**src/rtl/wnps_pkg.sv**
```systemverilog
`timescale 1ns / 1ps

package wnps_pkg;

    localparam int GRID_COLS_DEF  = 16;
    localparam int GRID_ROWS_DEF  = 16;
    localparam int NUM_POINTS_DEF = 16;

    // point storage
    localparam int POS_W   = 16;
    localparam int VEL_W   = 7;
    localparam int ENTRY_W = 2 * POS_W + 2 * VEL_W;

    // distance path: positions never exceed 14 bits, pixel centers 12 bits
    localparam int DX_W   = POS_W + 1;
    localparam int SQ_W   = 28;
    localparam int D2_W   = SQ_W + 1;
    localparam int RAD_W  = D2_W + 9;       // squared distance with 8 fraction bits, padded to even
    localparam int ROOT_W = RAD_W / 2;
    localparam int REM_W  = ROOT_W + 2;
    localparam int STEP_W = $clog2(ROOT_W);

    localparam logic [7:0] SHADE_MAX = 8'd255;

    typedef enum logic [1:0] {
        KIND_LOAD = 2'd0,
        KIND_ADV  = 2'd1,
        KIND_PIX  = 2'd2,
        KIND_NONE = 2'd3
    } kind_t;

    typedef enum logic [2:0] {
        ST_IDLE,
        ST_ADV,
        ST_PIX,
        ST_ROOT,
        ST_DONE
    } state_t;

    typedef struct packed {
        logic [POS_W-1:0]        x;
        logic [POS_W-1:0]        y;
        logic signed [VEL_W-1:0] vx;
        logic signed [VEL_W-1:0] vy;
    } point_t;

endpackage

```
**src/rtl/wnps_ram.sv**
```systemverilog
`timescale 1ns / 1ps

module wnps_ram #(
    parameter int WIDTH = 8,
    parameter int DEPTH = 16
) (
    input  logic                     aclk,
    input  logic                     we,
    input  logic [$clog2(DEPTH)-1:0] waddr,
    input  logic [WIDTH-1:0]         wdata,
    input  logic [$clog2(DEPTH)-1:0] raddr,
    output logic [WIDTH-1:0]         rdata
);

    logic [WIDTH-1:0] mem [DEPTH];

    always_ff @(posedge aclk) begin
        if (we) begin
            mem[waddr] <= wdata;
        end
        rdata <= mem[raddr];
    end

endmodule

```
**src/rtl/worley_noise_pixel_shader_unit.sv**
```systemverilog
`timescale 1ns / 1ps
// channel   direction  handshake          payload
// s_        in         s_valid / s_ready  kind, point_index, load_pos_*, load_vel_*, pixel_*
// m_        out        m_valid / m_ready  shade, is_pixel
//
// points stream from the point ram one per cycle; pixel adds the
// bit-serial square root, both roots side by side
// aresetn clears all points to zero through per-entry valid bits, no sweep
// one item at a time; a result waiting on m_ready holds off the next item only
// once that item's own result is ready

module worley_noise_pixel_shader_unit
    import wnps_pkg::*;
#(
    parameter int GRID_COLS  = GRID_COLS_DEF,
    parameter int GRID_ROWS  = GRID_ROWS_DEF,
    parameter int NUM_POINTS = NUM_POINTS_DEF
) (
    input  logic        aclk,
    input  logic        aresetn,
    input  logic        s_valid,
    output logic        s_ready,
    input  logic [1:0]  s_kind,
    input  logic [3:0]  s_point_index,
    input  logic [11:0] s_load_pos_x,
    input  logic [11:0] s_load_pos_y,
    input  logic [5:0]  s_load_vel_x,
    input  logic [5:0]  s_load_vel_y,
    input  logic [3:0]  s_pixel_col,
    input  logic [3:0]  s_pixel_row,
    output logic        m_valid,
    input  logic        m_ready,
    output logic [7:0]  m_shade,
    output logic        m_is_pixel
);

    localparam int AW = $clog2(NUM_POINTS);
    localparam logic [POS_W-1:0]  MaxX     = POS_W'((GRID_COLS - 1) * 256);
    localparam logic [POS_W-1:0]  MaxY     = POS_W'((GRID_ROWS - 1) * 256);
    localparam logic [AW-1:0]     LastIdx  = AW'(NUM_POINTS - 1);
    localparam logic [STEP_W-1:0] LastStep = STEP_W'(ROOT_W - 1);

    state_t state_reg, state_next;

    logic                  accept;
    logic                  load_en;
    logic                  out_free;
    logic [AW-1:0]         cnt_reg;
    logic                  issue_reg;
    logic                  s1_vld_reg;
    logic                  s2_vld_reg;
    logic [AW-1:0]         wr_addr_reg;
    logic                  rd_valid_reg;
    logic [NUM_POINTS-1:0] valid_reg;

    logic [3:0]            px_reg, py_reg;
    logic [SQ_W-1:0]       sq_x_reg, sq_y_reg;
    logic [D2_W-1:0]       f1_reg, f2_reg;
    logic [RAD_W-1:0]      rad1_reg, rad2_reg;
    logic [REM_W-1:0]      rem1_reg, rem2_reg;
    logic [ROOT_W-1:0]     root1_reg, root2_reg;
    logic [STEP_W-1:0]     step_reg;
    logic                  res_pix_reg;

    logic                  m_valid_reg;
    logic [7:0]            m_shade_reg;
    logic                  m_is_pixel_reg;

    logic                  ram_we;
    logic [AW-1:0]         ram_waddr;
    point_t                ram_wdata;
    logic [ENTRY_W-1:0]    ram_rdata;

    point_t                pt_rd;
    point_t                pt_load;
    point_t                pt_adv;
    logic signed [DX_W-1:0]   dx, dy;
    logic signed [2*DX_W-1:0] prod_x, prod_y;
    logic [D2_W-1:0]       d2;
    logic [REM_W+ROOT_W-1:0] step1, step2;
    logic [ROOT_W-1:0]     diff;
    logic [ROOT_W-6:0]     diff_int;
    logic [7:0]            shade_val;

    function automatic logic [POS_W+VEL_W-1:0] move_axis(
        input logic [POS_W-1:0]        pos,
        input logic signed [VEL_W-1:0] vel,
        input logic [POS_W-1:0]        maxv
    );
        logic signed [POS_W+1:0] sum;
        logic signed [VEL_W-1:0] vneg;
        sum  = $signed({2'b00, pos}) + $signed({{(POS_W+2-VEL_W){vel[VEL_W-1]}}, vel});
        vneg = -vel;
        if (sum[POS_W+1]) begin
            return {{POS_W{1'b0}}, vneg};
        end else if (sum > $signed({2'b00, maxv})) begin
            return {maxv, vneg};
        end
        return {sum[POS_W-1:0], vel};
    endfunction

    // one restoring square-root step: remainder and root in, remainder and root out
    function automatic logic [REM_W+ROOT_W-1:0] sqrt_step(
        input logic [REM_W-1:0]  rem,
        input logic [ROOT_W-1:0] root,
        input logic [1:0]        pair
    );
        logic [REM_W-1:0] rem_sh;
        logic [REM_W-1:0] trial;
        rem_sh = {rem[REM_W-3:0], pair};
        trial  = {root, 2'b01};
        if (rem_sh >= trial) begin
            return {rem_sh - trial, root[ROOT_W-2:0], 1'b1};
        end
        return {rem_sh, root[ROOT_W-2:0], 1'b0};
    endfunction

    wnps_ram #(
        .WIDTH (ENTRY_W),
        .DEPTH (NUM_POINTS)
    ) u_ram (
        .aclk  (aclk),
        .we    (ram_we),
        .waddr (ram_waddr),
        .wdata (ram_wdata),
        .raddr (cnt_reg),
        .rdata (ram_rdata)
    );

    assign s_ready    = (state_reg == ST_IDLE);
    assign accept     = s_valid && s_ready;
    assign load_en    = accept && (s_kind == KIND_LOAD) && (32'(s_point_index) < NUM_POINTS);
    assign out_free   = !m_valid_reg || m_ready;
    assign m_valid    = m_valid_reg;
    assign m_shade    = m_shade_reg;
    assign m_is_pixel = m_is_pixel_reg;

    always_comb begin
        // never-written entries read as the reset point
        pt_rd = rd_valid_reg ? point_t'(ram_rdata) : '0;

        pt_load.x  = {4'b0000, s_load_pos_x};
        pt_load.y  = {4'b0000, s_load_pos_y};
        pt_load.vx = {s_load_vel_x[5], s_load_vel_x};
        pt_load.vy = {s_load_vel_y[5], s_load_vel_y};

        {pt_adv.x, pt_adv.vx} = move_axis(pt_rd.x, pt_rd.vx, MaxX);
        {pt_adv.y, pt_adv.vy} = move_axis(pt_rd.y, pt_rd.vy, MaxY);

        ram_we    = load_en || ((state_reg == ST_ADV) && s1_vld_reg);
        ram_waddr = load_en ? AW'(s_point_index) : wr_addr_reg;
        ram_wdata = load_en ? pt_load : pt_adv;

        dx     = $signed({1'b0, pt_rd.x}) - $signed({5'b00000, px_reg, 8'h00});
        dy     = $signed({1'b0, pt_rd.y}) - $signed({5'b00000, py_reg, 8'h00});
        prod_x = dx * dx;
        prod_y = dy * dy;
        d2     = {1'b0, sq_x_reg} + {1'b0, sq_y_reg};

        step1 = sqrt_step(rem1_reg, root1_reg, rad1_reg[RAD_W-1 -: 2]);
        step2 = sqrt_step(rem2_reg, root2_reg, rad2_reg[RAD_W-1 -: 2]);

        diff      = (root2_reg >= root1_reg) ? (root2_reg - root1_reg) : '0;
        // drop 4 fraction bits, then halve
        diff_int  = diff[ROOT_W-1:5];
        shade_val = (|diff_int[ROOT_W-6:8]) ? SHADE_MAX : diff_int[7:0];
    end

    always_comb begin
        state_next = state_reg;
        case (state_reg)
            ST_IDLE: begin
                if (accept) begin
                    case (s_kind)
                        KIND_ADV: state_next = ST_ADV;
                        KIND_PIX: state_next = ST_PIX;
                        default:  state_next = ST_DONE;
                    endcase
                end
            end
            ST_ADV: begin
                if (!issue_reg && !s1_vld_reg) begin
                    state_next = ST_DONE;
                end
            end
            ST_PIX: begin
                if (!issue_reg && !s1_vld_reg && !s2_vld_reg) begin
                    state_next = ST_ROOT;
                end
            end
            ST_ROOT: begin
                if (step_reg == LastStep) begin
                    state_next = ST_DONE;
                end
            end
            ST_DONE: begin
                if (out_free) begin
                    state_next = ST_IDLE;
                end
            end
            default: state_next = ST_IDLE;
        endcase
    end

    always_ff @(posedge aclk) begin
        if (!aresetn) begin
            state_reg <= ST_IDLE;
        end else begin
            state_reg <= state_next;
        end
    end

    // control
    always_ff @(posedge aclk) begin
        if (!aresetn) begin
            cnt_reg     <= '0;
            issue_reg   <= 1'b0;
            s1_vld_reg  <= 1'b0;
            s2_vld_reg  <= 1'b0;
            valid_reg   <= '0;
            m_valid_reg <= 1'b0;
        end else begin
            if (ram_we) begin
                valid_reg[ram_waddr] <= 1'b1;
            end
            if (accept && ((s_kind == KIND_ADV) || (s_kind == KIND_PIX))) begin
                cnt_reg   <= '0;
                issue_reg <= 1'b1;
            end else if (issue_reg) begin
                issue_reg <= (cnt_reg != LastIdx);
                if (cnt_reg != LastIdx) begin
                    cnt_reg <= cnt_reg + 1'b1;
                end
            end
            s1_vld_reg <= issue_reg;
            s2_vld_reg <= s1_vld_reg && (state_reg == ST_PIX);
            if ((state_reg == ST_DONE) && out_free) begin
                m_valid_reg <= 1'b1;
            end else if (m_ready) begin
                m_valid_reg <= 1'b0;
            end
        end
    end

    // datapath
    always_ff @(posedge aclk) begin
        rd_valid_reg <= valid_reg[cnt_reg];
        wr_addr_reg  <= cnt_reg;

        if (accept) begin
            px_reg      <= s_pixel_col;
            py_reg      <= s_pixel_row;
            res_pix_reg <= (s_kind == KIND_PIX);
            f1_reg      <= '1;
            f2_reg      <= '1;
        end

        if (s1_vld_reg) begin
            sq_x_reg <= prod_x[SQ_W-1:0];
            sq_y_reg <= prod_y[SQ_W-1:0];
        end

        // a tie with the nearest goes to second nearest
        if (s2_vld_reg) begin
            if (d2 < f1_reg) begin
                f2_reg <= f1_reg;
                f1_reg <= d2;
            end else if (d2 < f2_reg) begin
                f2_reg <= d2;
            end
        end

        if ((state_reg == ST_PIX) && (state_next == ST_ROOT)) begin
            rad1_reg  <= {1'b0, f1_reg, 8'h00};
            rad2_reg  <= {1'b0, f2_reg, 8'h00};
            rem1_reg  <= '0;
            rem2_reg  <= '0;
            root1_reg <= '0;
            root2_reg <= '0;
            step_reg  <= '0;
        end else if (state_reg == ST_ROOT) begin
            {rem1_reg, root1_reg} <= step1;
            {rem2_reg, root2_reg} <= step2;
            rad1_reg <= {rad1_reg[RAD_W-3:0], 2'b00};
            rad2_reg <= {rad2_reg[RAD_W-3:0], 2'b00};
            step_reg <= step_reg + 1'b1;
        end

        if ((state_reg == ST_DONE) && out_free) begin
            m_shade_reg    <= res_pix_reg ? shade_val : 8'h00;
            m_is_pixel_reg <= res_pix_reg;
        end
    end

endmodule

```
**config.mk**
```make
export PLATFORM = sky130hd
export DESIGN_NAME = worley_noise_pixel_shader_unit
export DESIGN_NICKNAME = d
export VERILOG_FILES = /design/src/rtl/wnps_pkg.sv /design/src/rtl/wnps_ram.sv /design/src/rtl/worley_noise_pixel_shader_unit.sv
export SDC_FILE = /design/constraint.sdc
export NUM_CORES = 2
export LEC_CHECK = 0
export BUFFER_PORTS_ARGS = -buffer_cell sky130_fd_sc_hd__buf_4
export CORE_MARGIN = 5
export CORE_UTILIZATION = 35
export DETAILED_ROUTE_END_ITERATION = 8
export GPL_TIMING_DRIVEN = 0
export PLACE_DENSITY = 0.59
export SETUP_SLACK_MARGIN = 0.4
export SYNTH_ARGS = -nofsm -noshare
export SYNTH_HDL_FRONTEND = slang
export SYNTH_SLANG_ARGS = --single-unit
```
**constraint.sdc**
```tcl
create_clock -name aclk -period 22.9 [get_ports aclk]
set_clock_uncertainty 0.1 [all_clocks]
set_input_delay 4.58 -clock aclk [delete_from_list [all_inputs] [get_ports aclk]]
set_output_delay 4.58 -clock aclk [all_outputs]
set_load 0.01 [all_outputs]
```
# After elaboration in Yosys (flattened, before gate mapping)

Memories as Yosys holds them, arrays and structs flattened. A register that Yosys moved wholly into a read port is not among the register bits.
Index checks and enable logic that the tools add are counted.
Widths: inputs -> output; s select.

Bits in registers: 305
RAM bits: 736
Bits of input ports: 54
Output and inout port bits: 11
Word-level logic and storage cells: 136
Memories kept: 1

Memories:

| memory    | words | width | rd ports | clocked after memory_dff | write ports | RTL line       | source |
|---|---|---|---|---|---|---|---|
| u_ram.mem | 16    | 46    | 1        | 1                        | 1           | wnps_ram.sv:15 | `logic [WIDTH-1:0] mem [DEPTH];` |

Add/sub/neg operators: 12
Multiply operators: 2
Magnitude comparators: 10
Eq/ne operators: 9
Multiplexer cells: 49
Bitwise logic cells: 2
Reductions and logical operators: 24

Operators with widths:

| kind                 | number |
|---|---|
| $mux 29              | 7 |
| $mux 38              | 4 |
| $mux 37              | 4 |
| $mux 23              | 6 |
| $mux 46              | 2 |
| $lt 29x29->1         | 2 |
| $sub 19x19->19       | 3 |
| $mul 17x17->28       | 2 |
| $ge 21x21->1         | 2 |
| $add 17x7->18        | 2 |
| $gt 18x13->1 const B | 2 |
| $sub 16x12->17       | 2 |
| $add 28x28->29       | 1 |
| $ge 19x19->1         | 1 |
| $mux 19              | 1 |
| $or 16x16->16        | 1 |
| $mux 3               | 5 |
| $pmux 3 s5           | 1 |
| $mux 1               | 14 |
| $neg 7->7            | 2 |
| $logic_and 1x1->1    | 10 |
| $lt 4x5->1 const B   | 2 |
| $eq 3x2->1 const B   | 3 |
| $mux 8               | 1 |
| other kinds (22)     | 28 |

# Logic depth before layout (Yosys ltp)

Depth in word-level cells: 9
Mapped depth: 39
Mapped depth without buffers: 32

# Cells and area by module

From an unflattened synthesis, not the netlist that was laid out.

Cell total of the unflattened synthesis: 5181
Area, all modules: 63978.9 um2

Modules (own cells, without submodules):

| module                         | instances | cells each | area each (um2) |
|---|---|---|---|
| worley_noise_pixel_shader_unit | 1         | 3990       | 35485.3 |
| wnps_ram                       | 1         | 1191       | 28493.6 |

# Least setup slack after synthesis

Ideal clock, no wire load.

Path kind: register to register
Start: register rd_valid_reg
End: register sq_y_reg[26] (data pin)
Library setup time: 0.262 ns
Data arrival time: 8.630 ns
Slack: 13.908 ns
Stages on the path, launching flop included: 35
Period minus slack after synthesis: 8.992 ns
Cell sequence: dfxtp_1 > clkbuf_1 > clkbuf_1 > buf_2 > buf_2 > buf_1 > clkbuf_1 > nand2_1 > ha_1 > fa_1 > xor2_1 > xnor2_1 > inv_1 > clkbuf_1 > nor2_1 > fa_1 > inv_1 > fa_1 > fa_1 > inv_1 > fa_1 > fa_1 > inv_1 > fa_1 > inv_1 > ha_1 > a21o_1 > a21oi_1 > nand2_1 > o211a_1 > a41o_1 > o41ai_1 > o2111a_1 > o21bai_1 > xor2_1

Word-level cells in the longest chain between the ends: 3

Ends and longest elaborated chain:

| what                   | RTL line                              | source |
|---|---|---|
| from (decl)            | worley_noise_pixel_shader_unit.sv:53  | `logic rd_valid_reg;` |
| from (signal assigned) | worley_noise_pixel_shader_unit.sv:247 | `rd_valid_reg <= valid_reg[cnt_reg];` |
| $mux 46                | worley_noise_pixel_shader_unit.sv:140 | `pt_rd = rd_valid_reg ? point_t'(ram_rdata) : '0;` |
| $sub 16x12->17         | worley_noise_pixel_shader_unit.sv:155 | `dy = $signed({1'b0, pt_rd.y}) - $signed({5'b00000, py_reg, 8'h00});` |
| $mul 17x17->28         | worley_noise_pixel_shader_unit.sv:157 | `prod_y = dy * dy;` |
| named net prod_y[26]   | worley_noise_pixel_shader_unit.sv:78  | `logic signed [2*DX_W-1:0] prod_x, prod_y;` |
| to (signal assigned)   | worley_noise_pixel_shader_unit.sv:260 | `sq_y_reg <= prod_y[SQ_W-1:0];` |
| to (decl)              | worley_noise_pixel_shader_unit.sv:57  | `logic [SQ_W-1:0] sq_x_reg, sq_y_reg;` |

The timed path passes the listed nets, and every way through them passes these cells.
A chain may end at the register's enable or synchronous reset.

# Worst setup path after layout

Ends and elaborated chain as after synthesis.

==> impl_metrics.toml <==
[floorplan]
fp.dieW_um = 438
row_count = 157
io_pins = 65
dieArea_sq_um = 192000
initial_core_util_pct = 35.1
die_h_um = 438
core_area_sq_um = 182000

[synthesis]
syn_area_per_cell_sq_um = 12.8
synth_edf_count = 866
ys.flop_type = "edfxtp_1"
synthesis.area_sq_um = 64100
async_flop_share_pct = 0
yosysWarnings = 0
seq_area_frac_synth_pct = 47.4
synthCells = 5007
synth_seq_cells = 1085
ys_types = 82

[timing]
fin_crit_ns = 12.99
hold_violations = 0
finalSetupViolCount = 0
finalCritPeriodShare_pct = 56.7
worstMarginPinSlew_ns = 1.38
setup_tns_ns = 0
clock.fmax_ghz = 0.0770
slew_viol_final = 0
slew_headroom_pct = 7.51
rsz0062_at_grt = "no"

[clocking]
clk_path_buf_depth = 3
clk_latency_ns = 0.75
clock-sinks = 1085
cts_root_buffer = "clkbuf_16"
clk_pin_slew_worst_paths_ns = 0.07
numCtsBuffers = 107
post_cts_buffers = 0
htree_levels = 3
cts.repair.resized = 0
cts_tree = "done"
postCtsHoldBufs = 0

[detailed_routing]
vias_per_cell = 5.11
drc = 0
drt_first_pass_iters = 6
vias = 40000
wl_per_cell_um = 21.3
routed_wl_mm = 167
ant_nets = 0
initialDrtViolationCount = 3657

[global_routing]
grt_pass1_wl_mm = 252
grt_overflow_total = 0
antenna_found_initial = 8
grtUsageTotal_pct = 17.2
grt_max_degree = 45
grt_pass1_vias = 40600

[worst_hold_path]
hold_path.class = "flip-flop to flip-flop"

[place]
io_buffers = 64
gp_congestion = 0.852
dp_hpwl_mm = 123
dp.cells = 7624

[critical_path]
required_ns = 23.31
endpoint_kind = "flip-flop"
cp-start-kind = "flip-flop"
cp_slowest_cell = "o41ai_1"
reg2reg_slack_ns = 9.91
cp_common_cell = "fa_1"
worstPathMaxFanout = 10
crit_arrival_ns = 13.40
worst-setup-path-type = "flip-flop to flip-flop"
slowest_delay_ns = 0.78

[status]
status = "completed"

[cells_and_area]
nets = 6182
syn_to_final_growth_pct = 13.3
fin_util_pct = 39.8
final_common_cell = "edfxtp_1"
top_register = "u_ram.mem"
drive_gt1_share_pct = 11.5
largest_reg_flops = 736
final_cell_mix = "866 x edfxtp_1, 807 x inv_1, 441 x fa_1"
reg_top3 = "u_ram.mem x736, u_ram.rdata x46"
final_cell_count_no_fill = 7826

[run]
drv_cap = 0

[pwr]
total_power_mw = 8.07
irDropWorstVdd_uv = 198
power_density_nw_per_um2 = 111
p_leak_nw = 29.8
[cell usage after synthesis, types with 11 or more instances]
cell / instances / share of area (%)
a21oi_1: 136 / 1.1
dfxtp_1: 219 / 6.8
and3_1: 73 / 0.71
o211ai_1: 27 / 0.32
fa_1: 441 / 14
mux2i_1: 19 / 0.30
mux4_2: 235 / 8.3
or3_1: 17 / 0.17
o31ai_1: 16 / 0.19
o21ai_0: 123 / 0.96
nand4_1: 23 / 0.22
mux2_2: 56 / 0.98
clkbuf_1: 138 / 0.81
ha_1: 339 / 6.6
edfxtp_1: 866 / 41
buf_1: 23 / 0.13
nor2b_1: 19 / 0.19
nand3_1: 42 / 0.33
xnor2_1: 141 / 1.9
xor2_1: 58 / 0.79
inv_1: 808 / 4.7
a222oi_1: 11 / 0.17
nor3_1: 41 / 0.32
o21a_1: 51 / 0.60
and2_1: 17 / 0.17
nor2_1: 272 / 1.6
nand2b_1: 38 / 0.37
nand2_1: 358 / 2.1
a211oi_1: 17 / 0.20
o21bai_1: 15 / 0.18
a22oi_1: 13 / 0.15
a31oi_1: 52 / 0.51
a21o_1: 59 / 0.69
o22ai_1: 62 / 0.61
[stage by stage]
stage	instance area [sq um]	hold WS [ns]	worst slack, ns
after global routing	72600	0.233	9.29
final	72600	0.221	9.91
after global placement	68000	0.240	9.83
after floorplan	64500	0.229	13.91
after CTS	72600	0.219	9.65
after detailed placement	68900	0.247	9.70
[layout make-up]
class	count	area [sq um]
antenna	1	2.50
buffer	172	667
clock buffer	146	3000
clock inverter	55	631
fill	17000	110000
inverter	816	3060
multi-input combinational	3061	30600
sequential	1085	30400
tap	2385	2980
timing repair buffer	105	1260
[worst paths after layout]
check,startpoint,end,cells past startpoint
max,rd_valid_reg,sq_y_reg[26],34
min,cnt_reg[2],wr_addr_reg[2],0
max reg2reg,rd_valid_reg,sq_y_reg[26],34
min reg2reg,cnt_reg[2],wr_addr_reg[2],0
[power breakdown]
group          leakage, nW  internal [mW]  switching (mW)
Combinational         18.4           1.56            2.32
Sequential            9.74           2.33          0.0485
Clock                 1.74           1.04           0.776
[per-layer routing]
| layer | up-vias | global-route usage, % | wire [um] |
|---|---|---|---|
| li1 | 18200 | - | - |
| met1 | 20300 | 23.5 | 71100 |
| met2 | 1291 | 28.6 | 79700 |
| met3 | 246 | 2.68 | 10700 |
| met4 | 0 | 4.96 | 5320 |
| met5 | - | 0 | 0 |
[cell families (layout without fill, tap and decap cells)]
| logic type | Yosys count | count (layout) | synth area share (%) |
|---|---|---|---|
| xor gates and xnor gates | 199 | 199 | 2.72 |
| buffers and inverters | 988 | 1294 | 5.82 |
| adders and majority gates | 783 | 783 | 20.5 |
| AOI/OAI and AO/OA | 703 | 703 | 7.39 |
| DFF | 1085 | 1085 | 47.4 |
| and+or+nand+nor | 938 | 938 | 6.62 |
| other | 1 | 129 | 0.00585 |
| muxes | 310 | 310 | 9.54 |
[worst max-delay path: cells and delay by family (launching register included)]
kind,cells,cell delay [ns]
XOR/XNOR,3,1.26
AO/OA/AOI/OAI,7,2.13
flip-flops,1,0.68
AND/OR/NAND/NOR,3,0.58
adder cells (fa/ha/maj),9,3.88
buffers and inverters,12,4.09
Power figures use the tool's default switching activity.
